`config.mk`:
```
export PLATFORM = sky130hd
export DESIGN_NAME = bbra_accum
export DESIGN_NICKNAME = d
export VERILOG_FILES = /design/src/rtl/bbra_pkg.sv /design/src/rtl/bbra_accum.sv
export SDC_FILE = /design/constraint.sdc
export NUM_CORES = 1
export LEC_CHECK = 0
export BUFFER_PORTS_ARGS = -buffer_cell sky130_fd_sc_hd__buf_2
export CORE_MARGIN = 4
export CORE_UTILIZATION = 59
export CTS_CLUSTER_SIZE = 20
export DETAILED_ROUTE_END_ITERATION = 7
export PLACE_DENSITY = 0.94
export SLEW_MARGIN = 15
export SYNTH_ARGS = -nofsm -noshare
export SYNTH_HDL_FRONTEND = slang
export SYNTH_SLANG_ARGS = --single-unit
```
`constraint.sdc`:
```
create_clock -name clk -period 11.57 [get_ports clk]
set_input_delay 1.157 -clock clk [delete_from_list [all_inputs] [get_ports clk]]
set_output_delay 1.157 -clock clk [all_outputs]
set_load 0.005 [all_outputs]
```
`src/rtl/bbra_pkg.sv`:
```
// Shared types and constants for the box blur row averaging unit.
// Used by every module under rtl; no dependencies of its own.
package bbra_pkg;

  localparam int NUM_CH    = 4;
  localparam int SUM_W     = 32;
  localparam int NARROW_W  = 16;
  localparam int WIN_W     = 16;
  localparam int RECIP_W   = 33;
  localparam int CH_W      = 8;
  localparam int CFG_IDX_W = 1;
  localparam int DIV_STEPS = RECIP_W;
  localparam int DIV_CNT_W = $clog2(DIV_STEPS);

  localparam logic [RECIP_W-1:0] RECIP_RESET = {1'b1, {(RECIP_W-1){1'b0}}};
  localparam logic [WIN_W-1:0]   WIN_RESET   = WIN_W'(1);

  typedef enum logic [CFG_IDX_W-1:0] {
    REG_WINDOW_COUNT = 1'b0,
    REG_WIDE_MODE    = 1'b1
  } cfg_reg_t;

  typedef enum logic {
    KIND_LOAD  = 1'b0,
    KIND_PIXEL = 1'b1
  } item_kind_t;

  typedef logic [NUM_CH-1:0][SUM_W-1:0] chan_vec_t;

  typedef struct packed {
    logic      valid;
    logic      last;
    chan_vec_t operand;
  } stage_t;

endpackage

```
`src/rtl/bbra_accum.sv`:
```
// Running channel sums and the rounded-operand stage register.
// Depends on bbra_pkg; feeds bbra_scale through a stage_t struct.
module bbra_accum (
  input  logic                       clk,
  input  logic                       rst,
  input  logic                       take,
  input  logic                       stage_en,
  input  logic                       kind,
  input  bbra_pkg::chan_vec_t        enter,
  input  bbra_pkg::chan_vec_t        leave,
  input  logic                       row_end,
  input  logic                       wide_mode,
  input  logic [bbra_pkg::WIN_W-1:0] window_count,
  output bbra_pkg::stage_t           stage
);
  import bbra_pkg::*;

  chan_vec_t        sums;
  chan_vec_t        sums_next;
  chan_vec_t        operand_next;
  logic [SUM_W-1:0] mask;
  logic [SUM_W-1:0] half;

  assign mask = wide_mode ? '1 : SUM_W'({NARROW_W{1'b1}});
  assign half = SUM_W'(window_count >> 1);

  always_comb begin
    for (int c = 0; c < NUM_CH; c++) begin
      if (kind == KIND_LOAD) begin
        sums_next[c] = enter[c] & mask;
      end else begin
        sums_next[c] = (sums[c] + enter[c] - leave[c]) & mask;
      end
      if (wide_mode) begin
        operand_next[c] = sums[c] + half;
      end else begin
        operand_next[c] = SUM_W'(sums[c][NARROW_W-1:0]) + half;
      end
    end
  end

  always_ff @(posedge clk) begin
    if (rst) begin
      sums        <= '0;
      stage.valid <= 1'b0;
    end else begin
      if (take) begin
        sums <= sums_next;
      end
      if (stage_en) begin
        stage.valid <= take && (kind == KIND_PIXEL);
      end
    end
    if (stage_en && take) begin
      stage.last    <= row_end;
      stage.operand <= operand_next;
    end
  end

endmodule

```
==> metrics.md <==
| Metric | Value |
|---|---|
| First-pass GRT wire length | 113 mm |
| Largest net degree at the start of global routing | between 70 and 80 |
| Final hold violation count | 0 |
| Total number of H-tree levels | 1 |
| Crit Path Max Fanout | 4 |
| Crit path required time | between 10000 and 15000 ps |
| Iter 0 DRT Violations | between 1500 and 2000 |
| Placed Area | 26300 um^2 |
| Via-to-Cell Ratio | 5.95 |
| Core area | between 30000 and 40000 um^2 |
| Post-Route WL | just over 70 mm |
| Clock latency on the worst-skew pair | between 500 and 600 ps |
| Synth Flop Type | edfxtp_1 |
| Routed wl met3 | ~6.6 mm |
| Met1 wire length | approximately 26 mm |
| Final period util | 36.3% |
| Avg Inst Size Synth | about 8.6 um^2 |
| Die extent in x | around 210 um |
| Die area | ~44000 um^2 |
| Dpl hpwl | about 55 mm |
| Root buf cell | clkbuf_16 |
| Slew Viols, Final | 0 |
| CTS Buffer Depth | 3 |
| Post-synthesis sequential area ratio | a little over a quarter |
| Crit start category | input pin |
| Final number of setup-violating endpoints | 0 |
| Filler cell count | 3045 |
| Post_cts resized | 0 |
| Clk pin slew, worst setup/hold paths | approximately 60 ps |
| Post-route cell area | around 27000 um^2 |
| Routed wl met2 | roughly 36 mm |
| Gr ovfl total | 0 |
| Worst-case hold slack | around 480 ps |
| Syn Inst Count | about 2800 |
| Post-synth top area share | between 10% and 20% |
| GRT Util Overall | approximately a third |
| Syn nets | between 3000 and 4000 |
| Hold_buf cts | 0 |
| Max Cap Viol | 0 |
| Unrepaired setup endpoints after global routing | false |
| IO Count | 409 |
| Routed Antenna Nets | 0 |
| Drt first pass iters | 6 |
| Seq. cell area | 6460 um^2 |
| Clock sink count | 258 |
| Worst Skew | between 30 and 40 ps |
| Layout area overhead | 14.7% |
| Hold crit path type | flop to flop |
| Count leader, synth | inv_1 |
| CTS tree | done |
| DR vias | 22100 |
| Flops & latches, synth | about 260 |
| Min Tclk post-route | 4200 ps |
| Synth cell count leaders | inv_1, ha_1, a21oi_1 |
| Setup total negative slack | 0 ps |
| Final nets | about 3700 |
| Share of cells above drive strength 1 | roughly 16% |
| Worst Hold Depth | 2 |
| Worst-Margin Slew | 1040 ps |
| Area of the multi-input gates | between 15000 and 20000 um^2 |
| Ys Warns | 0 |
| Yosys top cell by area | edfxtp_1 |
| Die height | between 200 and 250 um |
| Slew HR | between 30% and 40% |
| IO buf count | approximately 410 |
| Leakage power | ~13 nW |
| Post-synth ARST share | 0% |
| Row Count | 73 |
| Critical path class | input pin to flop |
| Status | completed |
| P per Cell Area | ~140 nW/um^2 |
| Ranking of synthesized cells by area | edfxtp_1, dfxtp_1, fa_1 |
| Post-synthesis cell type count | between 80 and 90 |
| GP Congestion | around 0.96 |
| Critical Path AT | 4710 ps |
| R2r setup slk | between 7000 and 8000 ps |
| Cts bufs inserted | 31 |
| R2R depth | 14 |
| Vias in the first global route | roughly 23000 |
| CP endpoint kind | flop |
| Fmax | roughly 0.24 GHz |
| Starting Density | around 60% |
| Avg WL per Cell | approximately 19 um |
| Post-Synthesis Cell Area | 23900 um^2 |
| Worst VDD drop | 0.0947 mV |
| Number of synthesized flops with an enable pin | between 100 and 150 |
| Setup Buffers After CTS | 0 |
| Initial antenna violation count | 29 |
| Drt drc | 0 |
| Top Layer Used | met5 |
-- registers in the layout (all words and copies together), names as in the netlist --
| register | cells |
|---|---|
| stage | 130 |
| sums | 128 |
-- layout make-up --
cell class	count	area share [%]
Antenna cell	22	0.201
Clock buffer	37	3.07
Clock inverter	20	0.658
Inverter	529	7.25
Multi-Input combinational cell	1902	55.0
Sequential cell	258	23.6
Tap cell	525	2.40
Timing Repair Buffer	419	7.80
-- cells in the final DEF (no fill, tap or decap), drive strengths merged, types with 83 or more instances in the layout --
cell,instances
a21oi,188
ha,188
nand2,116
nor2,170
edfxtp,129
inv,530
a21o,83
dfxtp,129
xnor2,152
o21ai,142
buf,419
fa,128
-- stage by stage --
step	utilization [%]	instances	setup slack, ps	total power [mW]
2_1_floorplan	-	2782	6360	2.43
3_3_place_gp	66.0	3633	6920	2.80
3_5_place_dp	66.0	3633	6860	2.87
4_1_cts	68.6	3690	7430	3.88
5_1_grt	68.7	3708	7170	4.15
6_report	68.7	3712	7370	3.91
-- kinds of logic after synthesis --
logic type,share of synthesized area [%]
adder cells (fa/ha/maj),20.6
AND/OR/NAND/NOR,11.9
buffers and inverters,9.88
flip-flops,27.1
multiplexers,1.16
AO/OA/AOI/OAI,21.3
XOR/XNOR,8.11
-- power breakdown --
group / switching [mW] / internal [mW] / total (mW) / leakage (nW)
Clock: 0.419 / 0.581 / 1.00 / 0.511
Sequential: 0.0541 / 1.06 / 1.12 / 2.30
Combinational: 1.05 / 0.744 / 1.79 / 10.2
Total: 1.52 / 2.39 / 3.91 / 13.0
-- worst max-delay path, stage by stage --
cell and delay, ps:
buf_2 90, inv_1 60, fa_1 550, inv_1 50, ha_1 340, and2b_1 220
o31ai_2 320, a21oi_1 170, nor4b_2 390, o31ai_2 190, a31oi_1 350, nor2b_1 130
o21ai_0 200, mux2_2 360, o21ai_0 130
-- worst paths after layout --
| kind | from | end |
|---|---|---|
| max | enter[2] | sums[28]$_SDFFE_PP0P_ |
| min | stage[129]$_SDFFE_PP0P_ | stage[129]$_SDFFE_PP0P_ |
| max reg2reg | sums[97]$_SDFFE_PP0P_ | sums[127]$_SDFFE_PP0P_ |
| min reg2reg | stage[129]$_SDFFE_PP0P_ | stage[129]$_SDFFE_PP0P_ |
-- metal layers --
layer / vias up / global-route usage (%)
met5: - / 0
met4: 20 / 15.4
met3: 255 / 6.46
met2: 1132 / 55.4
met1: 10400 / 36.9
li1: 10300 / -
(Power assumes the default switching activity.)
