<file path="config.mk">
export PLATFORM = sky130hd
export DESIGN_NAME = bbra_recip_div
export DESIGN_NICKNAME = d
export VERILOG_FILES = /design/src/rtl/bbra_pkg.sv /design/src/rtl/bbra_recip_div.sv
export SDC_FILE = /design/constraint.sdc
export NUM_CORES = 1
export LEC_CHECK = 0
export BUFFER_PORTS_ARGS = -buffer_cell sky130_fd_sc_hd__buf_2
export CELL_PAD_IN_SITES_DETAIL_PLACEMENT = 2
export CELL_PAD_IN_SITES_GLOBAL_PLACEMENT = 2
export CORE_UTILIZATION = 31
export CTS_CLUSTER_SIZE = 40
export DETAILED_ROUTE_END_ITERATION = 10
export MAX_ROUTING_LAYER = met4
export PLACE_DENSITY_LB_ADDON = 0.25
export SKIP_CTS_REPAIR_TIMING = 1
export SYNTH_ARGS = -nofsm -noshare
export SYNTH_HDL_FRONTEND = slang
export SYNTH_SLANG_ARGS = --single-unit
</file>
<file path="constraint.sdc">
create_clock -name clk -period 4.1 [get_ports clk]
set_input_delay 0.205 -clock clk [delete_from_list [all_inputs] [get_ports clk]]
set_output_delay 0.205 -clock clk [all_outputs]
set_load 0.005 [all_outputs]
</file>
<file path="src/rtl/bbra_pkg.sv">
// Shared types and constants for the box blur row averaging unit.
// Used by every module under rtl; no dependencies of its own.
package bbra_pkg;

  localparam int NUM_CH    = 4;
  localparam int SUM_W     = 32;
  localparam int NARROW_W  = 16;
  localparam int WIN_W     = 16;
  localparam int RECIP_W   = 33;
  localparam int CH_W      = 8;
  localparam int CFG_IDX_W = 1;
  localparam int DIV_STEPS = RECIP_W;
  localparam int DIV_CNT_W = $clog2(DIV_STEPS);

  localparam logic [RECIP_W-1:0] RECIP_RESET = {1'b1, {(RECIP_W-1){1'b0}}};
  localparam logic [WIN_W-1:0]   WIN_RESET   = WIN_W'(1);

  typedef enum logic [CFG_IDX_W-1:0] {
    REG_WINDOW_COUNT = 1'b0,
    REG_WIDE_MODE    = 1'b1
  } cfg_reg_t;

  typedef enum logic {
    KIND_LOAD  = 1'b0,
    KIND_PIXEL = 1'b1
  } item_kind_t;

  typedef logic [NUM_CH-1:0][SUM_W-1:0] chan_vec_t;

  typedef struct packed {
    logic      valid;
    logic      last;
    chan_vec_t operand;
  } stage_t;

endpackage

</file>
<file path="src/rtl/bbra_recip_div.sv">
// Bit-serial restoring divider producing floor(2^32 / n) for the window count.
// Depends on bbra_pkg; one quotient bit per cycle, holds the result register.
module bbra_recip_div (
  input  logic                          clk,
  input  logic                          rst,
  input  logic                          start,
  input  logic [bbra_pkg::WIN_W-1:0]    divisor,
  output logic                          busy,
  output logic [bbra_pkg::RECIP_W-1:0]  reciprocal
);
  import bbra_pkg::*;

  logic [WIN_W-1:0]     dvs;
  logic [WIN_W-1:0]     rem;
  logic [RECIP_W-1:0]   quo;
  logic [DIV_CNT_W-1:0] cnt;
  logic                 bit_in;
  logic [WIN_W:0]       rem_sh;
  logic                 ge;
  logic [WIN_W:0]       diff;
  logic [WIN_W-1:0]     rem_next;
  logic [RECIP_W-1:0]   quo_next;

  assign bit_in   = (cnt == DIV_CNT_W'(DIV_STEPS - 1));
  assign rem_sh   = {rem, bit_in};
  assign ge       = (rem_sh >= {1'b0, dvs});
  assign diff     = rem_sh - {1'b0, dvs};
  assign rem_next = ge ? diff[WIN_W-1:0] : rem_sh[WIN_W-1:0];
  assign quo_next = {quo[RECIP_W-2:0], ge};

  always_ff @(posedge clk) begin
    if (rst) begin
      busy       <= 1'b0;
      reciprocal <= RECIP_RESET;
      cnt        <= '0;
    end else if (start) begin
      busy <= 1'b1;
      dvs  <= (divisor == '0) ? WIN_W'(1) : divisor;
      rem  <= '0;
      quo  <= '0;
      cnt  <= DIV_CNT_W'(DIV_STEPS - 1);
    end else if (busy) begin
      rem <= rem_next;
      quo <= quo_next;
      cnt <= cnt - DIV_CNT_W'(1);
      if (cnt == '0) begin
        busy       <= 1'b0;
        reciprocal <= quo_next;
      end
    end
  end

endmodule

</file>
==> flow_summary.json <==
{
  "worstPathRequired_ps": 4200,
  "cts_buffers": 9,
  "pre_cts_ws_ps": 820.4,
  "synth_cell_types": 59,
  "crit_type": "reg -> reg",
  "grt.total_usage": 0.1752,
  "clkSlewWorstSetupHoldPaths_ps": 80,
  "min_period_over_period": 0.8123,
  "cp_max_fo": 6,
  "synth_top_family_by_area": "simple AND/OR/NAND/NOR gates",
  "async_flop_share": 0,
  "hold_violations": 0,
  "drc": 0,
  "crit_top_cell": "ha_1",
  "peakVddDrop_mv": 0.2324,
  "postRouteAntennaNets": 0,
  "slew_violations": 0,
  "power.switching_uw": 819.1,
  "setup_tns_ps": 0,
  "finalSetupViolCount": 0,
  "synth_fp_nets": 536,
  "seq_power_share": 0.455,
  "fmax_mhz": 300.3,
  "worst_slack_ps": 769.5,
  "status": "finished, final reports clean",
  "synth-seq-cells": 104,
  "first_pass_iters": 4,
  "io_buffers": 52,
  "finalNetCount": 569,
  "drv_cap": 0,
  "synth_mux_area_frac": 0.01264,
  "rows": 46,
  "drt_iter0_drc": 197,
  "synth_xor_area_frac": 0.02256,
  "syn_to_final_growth_pct": 15.37,
  "wl_um": 13360,
  "cp-end-kind": "flip-flop",
  "pin_count": 53,
  "grt_pass1_wl_um": 21490,
  "grt_setup_unrepaired": "no",
  "diodes": 0,
  "hp-class": "in -> reg",
  "clock_latency_ps": 350,
  "gp_congestion": 0.8166,
  "root_buffer": "clkbuf_16",
  "crit_path_top_delay_cell": "a211oi_2",
  "crit_chain": "inv_1 > ha_1 > nor4b_1 > nand2_1 > ha_1 > nor2b_1 > o211ai_1 > a211oi_2 > o31ai_2 > a21oi_1 > mux2_1",
  "grt_overflow_total": 0,
  "syn_area_mm2": 0.005047,
  "synthSimpleGateAreaFrac": 0.1723,
  "crit_path_start_kind": "flip-flop",
  "p_sw_frac": 0.3025,
  "synth-edff-count": 64,
  "dieWidth_um": 129.6,
  "avgSynthCellArea_um2": 10.14,
  "synth_compound_area_frac": 0.1584,
  "critPathMaxStageDelay_ps": 480,
  "nFillCells": 1752,
  "start_util": 0.3177,
  "p_int_uw": 1888,
  "via_count": 3805,
  "core_area_mm2": 0.01589,
  "cts.sinks": 104,
  "postSynthCellCount": 498,
  "die_h_um": 129.6,
  "critPathTopFamily": "compound AO/OA/AOI/OAI gates",
  "h-tree-depth": 3,
  "ys_dominant_reg_cell": "edfxtp_1",
  "min_period_ps": 3330,
  "antenna_found_initial": 0,
  "leakagePower_uw": 0.002225,
  "hpwlAfterDp_um": 9431,
  "drive_gt1_frac": 0.1586,
  "synth_fa_ha_area_frac": 0.04859,
  "clk_path_buf_depth": 2,
  "powerDensity_mw_per_mm2": 464.9,
  "cp.arrival_ps": 3440,
  "cts_tree": "done",
  "ys_seq_area_frac": 0.5394,
  "pwr-share-comb": 0.201,
  "worst_pin_slew_ps": 1092,
  "routed_via_density": 5.060,
  "clockPowerShare": 0.344,
  "grt_pass1_vias": 4063,
  "fp.dieArea_mm2": 0.01680,
  "skew_ps": 9.763,
  "wl_per_cell_um": 17.77,
  "ys_warn_count": 0,
  "critPathBufInv": 1,
  "grt_max_degree": 44,
  "max_slew_margin": 0.2666
}
==> cells in the final DEF, fill, tap and decap left out, types with 5 or more instances in the layout <==
cell type and n:
nand2_1 81, edfxtp_1 64, buf_2 52, a21oi_1 46, dfxtp_1 40, nor2b_1 33, inv_1 24, nor2_1 19
ha_1 18, nor3_1 13, xnor2_1 11, o21ai_0 9, clkbuf_16 9, o211ai_1 7, nand3_1 7, buf_4 7
a211oi_1 6, o31ai_1 6, a21o_1 5, nor4_1 5
==> worst register-to-register path: stages (launching register included) <==
cell	delay, ps
dfxtp_1	330
inv_1	80
ha_1	150
nor4b_1	310
nand2_1	150
ha_1	220
nor2b_1	210
o211ai_1	170
a211oi_2	480
o31ai_2	180
a21oi_1	440
mux2_1	370
==> through the flow <==
step | area (µm²) | total power, µW | hold WS (ps) | utilization | std cells
final | 5823 | 2707 | 42.78 | 0.3666 | 752
after global routing | 5823 | 2839 | 29.44 | 0.3666 | 752
after CTS | 5823 | 2741 | 26.92 | 0.3666 | 752
after detailed placement | 5499 | 1796 | 399.8 | 0.3462 | 736
after global placement | 5499 | 1771 | 398.1 | 0.3462 | 736
after floorplan | 5047 | 1628 | 371.7 | - | 498
==> synthesized netlist by cell type, types with 7 or more instances <==
cell type   n  area share
nand2_1    81       0.060
edfxtp_1   64        0.38
a21oi_1    46       0.046
dfxtp_1    40        0.16
clkbuf_1   36       0.027
nor2b_1    33       0.041
inv_1      24       0.018
nor2_1     20       0.015
ha_1       18       0.045
nor3_1     13       0.013
xnor2_1    11       0.019
o21ai_0     9      0.0089
nand3_1     7      0.0069
o211ai_1    7       0.010
==> power by group through the flow <==
stage	combinational (µW)	clock [µW]	sequential, µW
2_1_floorplan	386	0	1240
3_3_place_gp	519	0	1250
3_5_place_dp	540	0	1260
4_1_cts	546	962	1230
5_1_grt	599	999	1240
6_report	543	932	1230
==> worst paths after layout <==
path	end	start	slack, ps	cells after the start
max reg2reg	rem[0]	cnt[0]	770	11
min	dvs[6]	divisor[6]	40	1
min reg2reg	reciprocal[26]	reciprocal[26]	450	2
max	rem[0]	cnt[0]	770	11
==> area by class of cell <==
class	instances	area, µm²	area share
Timing Repair Buffer	59	312.8	0.05372
Tap cell	216	270.3	0.04641
Clock buffer	9	225.2	0.03868
Clock inverter	7	98.84	0.01697
Sequential cell	104	2723	0.4676
Multi-Input combinational cell	332	2100	0.3605
Inverter	25	93.84	0.01612
==> flip-flops by register name (all words and copies together) (netlist names) <==
| register | count |
|---|---|
| quo | 32 |
| reciprocal | 33 |
| busy | 1 |
| cnt | 6 |
| rem | 16 |
| dvs | 16 |
==> routing by layer <==
metal | GRT usage | wire length (µm)
met5 | - | 0
met4 | 0.06156 | 170
met3 | 0.02725 | 313
met2 | 0.2856 | 6587
met1 | 0.2203 | 6291
==> cell families after synthesis <==
kind of cell,Yosys count
muxes,6
and+or+nand+nor,179
adders and majority gates,19
xor gates and xnor gates,13
buffers and inverters,62
AOI/OAI and AO/OA,115
DFF,104
(Power assumes the default switching activity.)
